## src/design/lrtf_pkg.sv

```systemverilog
// shared types and constants of the learning route table forwarder
package lrtf_pkg;

  localparam logic [15:0] BROADCAST_ADDR = 16'hFFFF;
  localparam logic [63:0] FLOOD_HOP      = 64'h0000_0000_0000_FFFF;

  localparam logic [1:0] IF_SELF = 2'd0;
  localparam logic [1:0] IF_BUS  = 2'd1;
  localparam logic [1:0] IF_LINK = 2'd2;

  localparam int unsigned CfgIdxW = 8;
  localparam int unsigned CfgDataW = 16;
  localparam logic [CfgIdxW-1:0] CFG_OWN_ADDRESS  = 8'd0;
  localparam logic [CfgIdxW-1:0] CFG_LINK_PRESENT = 8'd1;

  localparam logic [15:0] OWN_ADDRESS_RESET = 16'd1;

  typedef struct packed {
    logic [15:0] dest;
    logic [1:0]  port;
    logic [63:0] hop;
  } lrtf_entry_t;

  typedef enum logic [1:0] {
    ST_IDLE,
    ST_SCAN,
    ST_DRAIN,
    ST_UPDATE
  } lrtf_state_e;

  typedef struct packed {
    logic clear;
    logic cmp_en;
  } lrtf_scan_ctl_t;

  typedef struct packed {
    logic from_hit;
    logic to_hit;
  } lrtf_hit_t;

endpackage

```

## src/design/lrtf_ram.sv

```systemverilog
// generic single write, single read ram with registered read data
module lrtf_ram #(
  parameter int unsigned WIDTH = 8,
  parameter int unsigned DEPTH = 16
) (
  input  logic                     clk_i,
  input  logic                     we_i,
  input  logic [$clog2(DEPTH)-1:0] waddr_i,
  input  logic [WIDTH-1:0]         wdata_i,
  input  logic                     re_i,
  input  logic [$clog2(DEPTH)-1:0] raddr_i,
  output logic [WIDTH-1:0]         rdata_o
);

  logic [WIDTH-1:0] mem_q [DEPTH];
  logic [WIDTH-1:0] rdata_q;

  always_ff @(posedge clk_i) begin
    if (we_i) begin
      mem_q[waddr_i] <= wdata_i;
    end
  end

  always_ff @(posedge clk_i) begin
    if (re_i) begin
      rdata_q <= mem_q[raddr_i];
    end
  end

  assign rdata_o = rdata_q;

endmodule

```

## src/design/lrtf_rank.sv

```systemverilog
// recency rank cells, aged in parallel on each learn
module lrtf_rank #(
  parameter int unsigned TABLE_ENTRIES = 16
) (
  input  logic                                clk_i,
  input  logic [$clog2(TABLE_ENTRIES+1)-1:0]  used_i,
  input  logic                                upd_en_i,
  input  logic [$clog2(TABLE_ENTRIES):0]      limit_i,
  input  logic [$clog2(TABLE_ENTRIES)-1:0]    slot_i,
  input  logic [$clog2(TABLE_ENTRIES)-1:0]    rd_idx_i,
  output logic [$clog2(TABLE_ENTRIES)-1:0]    rd_rank_o
);

  localparam int unsigned IW = $clog2(TABLE_ENTRIES);
  localparam int unsigned UW = $clog2(TABLE_ENTRIES + 1);

  logic [IW-1:0] rank_q [TABLE_ENTRIES];

  for (genvar g = 0; g < TABLE_ENTRIES; g++) begin : g_cell
    logic valid;
    logic older;
    assign valid = UW'(g) < used_i;
    assign older = {1'b0, rank_q[g]} < limit_i;

    always_ff @(posedge clk_i) begin
      if (upd_en_i) begin
        if (slot_i == IW'(g)) begin
          rank_q[g] <= '0;
        end else if (valid && older) begin
          rank_q[g] <= rank_q[g] + IW'(1);
        end
      end
    end
  end

  assign rd_rank_o = rank_q[rd_idx_i];

endmodule

```

## src/design/lrtf_scan.sv

```systemverilog
// compare unit shared over all table slots, captures hits and eviction candidate
module lrtf_scan
  import lrtf_pkg::*;
#(
  parameter int unsigned TABLE_ENTRIES = 16
) (
  input  logic                             clk_i,
  input  logic                             rst_ni,
  input  lrtf_scan_ctl_t                   ctl_i,
  input  lrtf_entry_t                      entry_i,
  input  logic [$clog2(TABLE_ENTRIES)-1:0] rank_i,
  input  logic [$clog2(TABLE_ENTRIES)-1:0] idx_i,
  input  logic [15:0]                      from_addr_i,
  input  logic [15:0]                      to_addr_i,
  output lrtf_hit_t                        hit_o,
  output logic [$clog2(TABLE_ENTRIES)-1:0] from_slot_o,
  output logic [$clog2(TABLE_ENTRIES)-1:0] from_rank_o,
  output logic [$clog2(TABLE_ENTRIES)-1:0] to_slot_o,
  output logic [1:0]                       to_port_o,
  output logic [63:0]                      to_hop_o,
  output logic [$clog2(TABLE_ENTRIES)-1:0] evict_slot_o
);

  localparam int unsigned IW = $clog2(TABLE_ENTRIES);

  lrtf_hit_t     hit_q;
  logic [IW-1:0] from_slot_q, from_rank_q, to_slot_q, evict_slot_q;
  logic [1:0]    to_port_q;
  logic [63:0]   to_hop_q;

  logic from_match, to_match, oldest;

  assign from_match = ctl_i.cmp_en && !hit_q.from_hit && (entry_i.dest == from_addr_i);
  assign to_match   = ctl_i.cmp_en && !hit_q.to_hit && (entry_i.dest == to_addr_i);
  assign oldest     = ctl_i.cmp_en && (rank_i == IW'(TABLE_ENTRIES - 1));

  always_ff @(posedge clk_i or negedge rst_ni) begin
    if (!rst_ni) begin
      hit_q <= '0;
    end else if (ctl_i.clear) begin
      hit_q <= '0;
    end else begin
      if (from_match) hit_q.from_hit <= 1'b1;
      if (to_match)   hit_q.to_hit   <= 1'b1;
    end
  end

  always_ff @(posedge clk_i) begin
    if (ctl_i.clear) begin
      evict_slot_q <= '0;
    end else if (oldest) begin
      evict_slot_q <= idx_i;
    end
    if (from_match) begin
      from_slot_q <= idx_i;
      from_rank_q <= rank_i;
    end
    if (to_match) begin
      to_slot_q <= idx_i;
      to_port_q <= entry_i.port;
      to_hop_q  <= entry_i.hop;
    end
  end

  assign hit_o        = hit_q;
  assign from_slot_o  = from_slot_q;
  assign from_rank_o  = from_rank_q;
  assign to_slot_o    = to_slot_q;
  assign to_port_o    = to_port_q;
  assign to_hop_o     = to_hop_q;
  assign evict_slot_o = evict_slot_q;

endmodule

```

## src/design/learning_route_table_forwarder_core.sv

```systemverilog
// learning route table forwarder: sequencer, config registers and result logic
//
// usage: a packet header request is taken at a rising edge with start high
// and busy low. the block then walks the valid table slots one per cycle
// through a single compare unit, looking for the source and destination
// addresses and the oldest slot at the same time. a drain state and the
// update state follow; the update applies the learn for a source port other
// than self (table write, parallel rank aging) and registers the answer.
// the wait from accept to result strobe grows with the used slots; with an
// empty table the scan and drain are skipped. busy is high all that time and a
// new request may be taken in the cycle the result is shown.
// the result stands on the result ports for one cycle with result_valid_o
// high; the receiver cannot stall it.
// config writes (own_address at index 0, link_present at index 1) are
// taken every cycle on cfg_valid_i; cfg_ready_o is always high.
// reset empties the table (slot count zero), own_address = 1,
// link_present = 1; no clearing pass is needed.
module learning_route_table_forwarder_core
  import lrtf_pkg::*;
#(
  parameter int unsigned TABLE_ENTRIES = 16
) (
  input  logic                clk_i,
  input  logic                rst_ni,
  input  logic                start,
  output logic                busy,
  input  logic [15:0]         from_addr_i,
  input  logic [15:0]         to_addr_i,
  input  logic [1:0]          source_port_i,
  input  logic [63:0]         source_link_addr_i,
  input  logic                cfg_valid_i,
  output logic                cfg_ready_o,
  input  logic [CfgIdxW-1:0]  cfg_index_i,
  input  logic [CfgDataW-1:0] cfg_data_i,
  output logic                result_valid_o,
  output logic                deliver_local_o,
  output logic                send_bus_o,
  output logic                send_link_o,
  output logic                route_known_o,
  output logic [63:0]         next_hop_o
);

  localparam int unsigned IW = $clog2(TABLE_ENTRIES);
  localparam int unsigned UW = $clog2(TABLE_ENTRIES + 1);
  localparam int unsigned EW = $bits(lrtf_entry_t);

  lrtf_state_e state_q, state_d;

  logic [15:0] own_q;
  logic        link_q;
  logic [UW-1:0] used_q;
  logic [IW-1:0] idx_q, cmp_idx_q;
  logic          cmp_vld_q;

  logic [15:0] from_q, to_q;
  logic [1:0]  src_q;
  logic [63:0] hop_q;

  logic        res_vld_q, local_q, bus_q, link_out_q, known_q;
  logic [63:0] next_hop_q;

  logic accept, last_idx, full, learn;
  logic ram_re, upd_en;
  lrtf_scan_ctl_t scan_ctl;

  lrtf_entry_t   rd_entry, wr_entry;
  logic [IW-1:0] rd_rank;
  lrtf_hit_t     hit;
  logic [IW-1:0] from_slot, from_rank, to_slot, evict_slot;
  logic [1:0]    to_port;
  logic [63:0]   to_hop;

  logic [IW-1:0] slot;
  logic [IW:0]   limit;

  assign accept   = start && !busy;
  assign busy     = state_q != ST_IDLE;
  assign last_idx = (UW'(idx_q) + UW'(1)) == used_q;
  assign full     = used_q == UW'(TABLE_ENTRIES);
  assign learn    = src_q != IF_SELF;

  // next state
  always_comb begin
    state_d = state_q;
    case (state_q)
      ST_IDLE: begin
        if (accept) begin
          state_d = (used_q == '0) ? ST_UPDATE : ST_SCAN;
        end
      end
      ST_SCAN: begin
        if (last_idx) state_d = ST_DRAIN;
      end
      ST_DRAIN:  state_d = ST_UPDATE;
      ST_UPDATE: state_d = ST_IDLE;
      default:   state_d = ST_IDLE;
    endcase
  end

  // sequencer outputs
  always_comb begin
    ram_re          = 1'b0;
    upd_en          = 1'b0;
    scan_ctl.clear  = 1'b0;
    scan_ctl.cmp_en = cmp_vld_q;
    case (state_q)
      ST_IDLE:   scan_ctl.clear = accept;
      ST_SCAN:   ram_re = 1'b1;
      ST_DRAIN:  ;
      ST_UPDATE: upd_en = learn;
      default:   ;
    endcase
  end

  always_ff @(posedge clk_i or negedge rst_ni) begin
    if (!rst_ni) begin
      state_q   <= ST_IDLE;
      idx_q     <= '0;
      cmp_vld_q <= 1'b0;
      used_q    <= '0;
      own_q     <= OWN_ADDRESS_RESET;
      link_q    <= 1'b1;
      res_vld_q <= 1'b0;
    end else begin
      state_q   <= state_d;
      cmp_vld_q <= ram_re;
      if (accept) begin
        idx_q <= '0;
      end else if (ram_re) begin
        idx_q <= idx_q + IW'(1);
      end
      if (upd_en && !hit.from_hit && !full) begin
        used_q <= used_q + UW'(1);
      end
      if (cfg_valid_i) begin
        if (cfg_index_i == CFG_OWN_ADDRESS)  own_q  <= cfg_data_i;
        if (cfg_index_i == CFG_LINK_PRESENT) link_q <= cfg_data_i[0];
      end
      res_vld_q <= state_q == ST_UPDATE;
    end
  end

  always_ff @(posedge clk_i) begin
    cmp_idx_q <= idx_q;
    if (accept) begin
      from_q <= from_addr_i;
      to_q   <= to_addr_i;
      src_q  <= source_port_i;
      hop_q  <= source_link_addr_i;
    end
  end

  // slot to learn into and aging limit
  always_comb begin
    if (hit.from_hit) begin
      slot  = from_slot;
      limit = {1'b0, from_rank};
    end else if (!full) begin
      slot  = used_q[IW-1:0];
      limit = (IW+1)'(TABLE_ENTRIES);
    end else begin
      slot  = evict_slot;
      limit = (IW+1)'(TABLE_ENTRIES - 1);
    end
  end

  assign wr_entry.dest = from_q;
  assign wr_entry.port = src_q;
  assign wr_entry.hop  = hop_q;

  lrtf_ram #(
    .WIDTH (EW),
    .DEPTH (TABLE_ENTRIES)
  ) u_table (
    .clk_i   (clk_i),
    .we_i    (upd_en),
    .waddr_i (slot),
    .wdata_i (wr_entry),
    .re_i    (ram_re),
    .raddr_i (idx_q),
    .rdata_o (rd_entry)
  );

  lrtf_rank #(
    .TABLE_ENTRIES (TABLE_ENTRIES)
  ) u_rank (
    .clk_i     (clk_i),
    .used_i    (used_q),
    .upd_en_i  (upd_en),
    .limit_i   (limit),
    .slot_i    (slot),
    .rd_idx_i  (cmp_idx_q),
    .rd_rank_o (rd_rank)
  );

  lrtf_scan #(
    .TABLE_ENTRIES (TABLE_ENTRIES)
  ) u_scan (
    .clk_i        (clk_i),
    .rst_ni       (rst_ni),
    .ctl_i        (scan_ctl),
    .entry_i      (rd_entry),
    .rank_i       (rd_rank),
    .idx_i        (cmp_idx_q),
    .from_addr_i  (from_q),
    .to_addr_i    (to_q),
    .hit_o        (hit),
    .from_slot_o  (from_slot),
    .from_rank_o  (from_rank),
    .to_slot_o    (to_slot),
    .to_port_o    (to_port),
    .to_hop_o     (to_hop),
    .evict_slot_o (evict_slot)
  );

  // destination as seen after this learn
  logic        found;
  logic [1:0]  fport;
  logic [63:0] fhop;
  logic        loc_d, bus_d, link_d, known_d;
  logic [63:0] nhop_d;

  always_comb begin
    found = hit.to_hit;
    fport = to_port;
    fhop  = to_hop;
    if (learn && (to_q == from_q)) begin
      found = 1'b1;
      fport = src_q;
      fhop  = hop_q;
    end else if (learn && !hit.from_hit && full && hit.to_hit && (to_slot == evict_slot)) begin
      // destination entry is the one being evicted
      found = 1'b0;
    end
  end

  always_comb begin
    loc_d   = 1'b0;
    bus_d   = 1'b0;
    link_d  = 1'b0;
    known_d = 1'b0;
    nhop_d  = '0;
    if (to_q == own_q) begin
      loc_d = 1'b1;
    end else begin
      loc_d = to_q == BROADCAST_ADDR;
      if (found && (to_q != BROADCAST_ADDR)) begin
        known_d = 1'b1;
        nhop_d  = fhop;
        bus_d   = (fport == IF_BUS) && (src_q != IF_BUS);
        link_d  = (fport == IF_LINK) && link_q && (src_q != IF_LINK);
      end else begin
        nhop_d = FLOOD_HOP;
        bus_d  = src_q != IF_BUS;
        link_d = link_q && (src_q != IF_LINK);
      end
    end
  end

  always_ff @(posedge clk_i) begin
    if (state_q == ST_UPDATE) begin
      local_q    <= loc_d;
      bus_q      <= bus_d;
      link_out_q <= link_d;
      known_q    <= known_d;
      next_hop_q <= nhop_d;
    end
  end

  assign cfg_ready_o     = 1'b1;
  assign result_valid_o  = res_vld_q;
  assign deliver_local_o = local_q;
  assign send_bus_o      = bus_q;
  assign send_link_o     = link_out_q;
  assign route_known_o   = known_q;
  assign next_hop_o      = next_hop_q;

endmodule

```

## config.mk

```make
export PLATFORM = sky130hd
export DESIGN_NAME = learning_route_table_forwarder_core
export DESIGN_NICKNAME = d
export VERILOG_FILES = /design/src/design/lrtf_pkg.sv /design/src/design/lrtf_ram.sv /design/src/design/lrtf_rank.sv /design/src/design/lrtf_scan.sv /design/src/design/learning_route_table_forwarder_core.sv
export SDC_FILE = /design/constraint.sdc
export NUM_CORES = 2
export LEC_CHECK = 0
export BUFFER_PORTS_ARGS = -buffer_cell sky130_fd_sc_hd__buf_4
export CAP_MARGIN = 25
export CORE_UTILIZATION = 60
export DETAILED_ROUTE_END_ITERATION = 12
export HOLD_SLACK_MARGIN = 0.02
export MAX_ROUTING_LAYER = met4
export PLACE_DENSITY = 0.85
export SLEW_MARGIN = 20
export SYNTH_ARGS = -nofsm -noshare
export SYNTH_HDL_FRONTEND = slang
export SYNTH_SLANG_ARGS = --single-unit
```

## constraint.sdc

```tcl
create_clock -name clk_i -period 11.06 [get_ports clk_i]
set_clock_uncertainty 0.1 [all_clocks]
set_input_delay 0.553 -clock clk_i [delete_from_list [all_inputs] [get_ports clk_i]]
set_output_delay 0.553 -clock clk_i [all_outputs]
set_load 0.02 [all_outputs]
```

==> results_dict.tcl <==
set metrics [dict create \
    hold_violations 0 \
    crit_chain "inv_1, ha_1, and3b_1, a211o_1, a22o_1, nor2_1, nand2_1, nor2_4, buf_4, buf_16" \
    post-cts-setup-buffers 0 \
    intPower_uw 12780 \
    grt_pass1_wl_um 246000 \
    nFillCells 6494 \
    numCtsBuffers 166 \
    ys_ff_latch 1742 \
    hp-class "in -> async" \
    ys.flop_type "edfxtp_1" \
    synth.distinct_cells 71 \
    drt_iter0_markers 4941 \
    path_buf_inv 3 \
    htree_num_levels 4 \
    power_frac_comb_pct 20.5 \
    antenna_found_initial 4 \
    yosysWarnings 0 \
    routedWlPerCell_um 30.02 \
    sw_frac_of_total_pct 29.11 \
    syn_area_sq_um 68380 \
    syn_nets 3839 \
    cpMaxStageDelayCell "nor2_4" \
    synthArstFlopShare_pct 1.837 \
    synth.most_common_cell "edfxtp_1" \
    drive_gt1_share_pct 19.73 \
    cts_sinks 1742 \
    critPathMaxStageDelay_ps 880 \
    worstPathArrival_ps 5190 \
    ys_seq_area_share_pct 76.15 \
    dieArea_sq_um 115300 \
    worstMarginPinSlew_ps 1138 \
    total_power_uw 18030 \
    initial_core_util_pct 60.62 \
    coreArea_sq_um 112800 \
    worstSetupStartpoint "used_q[0]" \
    powerDensity_nw_per_um2 230.5 \
    syn_area_per_cell_sq_um 18.70 \
    fmax_mhz 206.2 \
    gr-usage-all-layers_pct 29.99 \
    rows 123 \
    syn_inst 3657 \
    setup_violations 0 \
    vias_per_cell 6.696 \
    crit_family "simple AND/OR/NAND/NOR gates" \
    gp_congestion 0.9740 \
    end_kind "register" \
    syn2layout_area_growth_pct 14.34 \
    fin_setup_tns_ps 0 \
    slew_headroom_pct 24.16 \
    ir_worst_vdd_mv 0.3319 \
    clk_latency_ps 790 \
    critPathKind "reg -> reg" \
    critPathRequiredTime_ps 11400 \
    max-cap-violations 0 \
    grt_overflow 0 \
    via_count 37812 \
    synth_area_leaders "edfxtp_1 75%, mux4_2 5.9%, mux2i_1 4.7%" \
    routed_wl_um 169500 \
    grt_max_degree 148 \
    rsz0062_at_grt "no" \
    sequentialPowerShare_pct 48.9 \
    cts_root_buf "clkbuf_16" \
    synth_top_area_share_pct 74.74 \
    synth_edf_count 1702 \
    grt_pass1_vias 38742 \
    io_buffers 195 \
    die_w_um 339.6 \
    switchingPower_uw 5246 \
    dp_cells 5228 \
    finalCritPeriodShare_pct 43.85 \
    r2r-start "used_q[0]" \
    nNetsFinal 4203 \
    period_minus_slack_ps 4849 \
    status "complete, no violations" \
    io_pins 197 \
    clk_path_buf_depth 3 \
    cts.reportedPaths.clkPinSlew_ps 60 \
    hpwlAfterDp_um 85330 \
    synthTopCellsByCount "1702 x edfxtp_1, 318 x mux2i_1, 207 x o21ai_0, 178 x mux4_2, 141 x nor2_1" \
    synth_top_area_cell "edfxtp_1" \
    critPathMaxFanout 33 \
    ant_nets 0 \
    leakagePower_uw 0.02564 \
    firstDrtPassIters 6 \
    instances_no_fill 5647 \
    startpoint_type "register" \
    p_clk_share_pct 30.6 \
    slew_viol_final 0 \
    fp.dieH_um 339.6 \
    cts_tree "built" \
    drc 0 \
]
-- final cells by class --
type | instances | area (sq um) | share of cell area, %
Inverter | 25 | 93.84 | 0.1200
Clock buffer | 206 | 4503 | 5.759
Clock inverter | 86 | 683.2 | 0.8737
Multi-Input combinational cell | 1708 | 15580 | 19.93
Tap cell | 1500 | 1877 | 2.400
Antenna cell | 2 | 5.005 | 0.006401
Sequential cell | 1742 | 52090 | 66.62
Timing Repair Buffer | 378 | 3358 | 4.295
-- per-stage QoR --
stage / utilization, % / setup slack (ps) / cell area, sq um / hold WS [ps]
5_1_grt: 69.31 / 6012 / 78190 / 211.5
3_3_place_gp: 63.44 / 6170 / 71560 / 301.5
2_1_floorplan: - / 2552 / 68380 / 157.4
4_1_cts: 69.15 / 6050 / 78010 / 161.3
6_report: 69.31 / 6211 / 78190 / 180.4
3_5_place_dp: 63.52 / 5995 / 71650 / 305.4
-- sequential cells by signal (all words and copies together) (netlist names), 2 cells and up --
| name | cells |
|---|---|
| cmp_idx_q | 4 |
| from_q | 16 |
| hop_q | 64 |
| idx_q | 4 |
| next_hop_o | 64 |
| own_q | 16 |
| src_q | 2 |
| state_q | 2 |
| to_q | 16 |
| u_rank.rank_q | 64 |
| u_scan.evict_slot_o | 4 |
| u_scan.from_rank_o | 4 |
| u_scan.from_slot_o | 4 |
| u_scan.hit_o | 2 |
| u_scan.to_hop_o | 64 |
| u_scan.to_port_o | 2 |
| u_scan.to_slot_o | 4 |
| u_table.mem_q | 1312 |
| u_table.rdata_o | 82 |
| used_q | 5 |
-- path summary, 6_finish.rpt --
check,to,slack [ps],depth (start not counted)
worst max-delay path,u_table.mem_q[3][43],6210,10
worst min-delay path,own_q[10],180,2
worst max register to register,u_table.mem_q[3][43],6210,10
worst min register to register,u_scan.to_hop_o[3],310,0
max in group asynchronous,idx_q[3],10290,2
min in group clk_i,own_q[2],270,4
-- placed cells by master, fill, tap and decap left out, drive strengths merged, types with 3 or more instances in the layout --
cell,n
nor2b,9
mux2i,318
a311o,4
mux2,100
inv,33
clkinvlp,6
and3,4
mux4,178
dfrtp,30
or2,4
a21o,5
a21oi,134
nor4,10
clkbuf,206
o211ai,20
bufinv,8
xnor2,71
dfxtp,8
a211o,10
nand2,105
nand3,38
o21ai,209
edfxtp,1702
dlygate4sd3,117
and2,8
nor2,143
a211oi,3
nand2b,5
ha,56
buf,261
clkinv,64
o21a,3
nand4,17
a22oi,88
a221oi,87
a221o,8
xor2,39
-- per-layer routing --
| metal | global-route usage [%] | routed length [um] |
|---|---|---|
| met1 | 37.48 | 60880 |
| met2 | 48.62 | 85480 |
| met3 | 5.763 | 17160 |
| met4 | 12.10 | 6013 |
| met5 | - | 0 |
-- logic make-up (layout without fill, tap and decap cells) --
logic type | Yosys count | in the layout | share of synthesized area (%)
xor gates and xnor gates | 110 | 110 | 1.409
muxes | 596 | 596 | 12.16
adders and majority gates | 56 | 56 | 1.025
buffers and inverters | 207 | 695 | 1.332
DFF | 1742 | 1742 | 76.15
other | 1 | 3 | 0.005484
AOI/OAI and AO/OA | 589 | 589 | 5.529
and+or+nand+nor | 356 | 356 | 2.388
-- power groups by stage --
stage,sequential [uW],clock [uW],combinational [uW]
finish,8820,5520,3690
global route,8860,5790,3880
CTS,8810,5530,3620
detailed placement,8920,0,3500
global placement,8890,0,3390
floorplan,8660,0,2550
-- what timing repair did --
item                      CTS  global route
hold buffers              117             0
resized for setup           0             0
hold endpoints to repair  148             0
No activity file was read; power rests on OpenSTA's default activity.
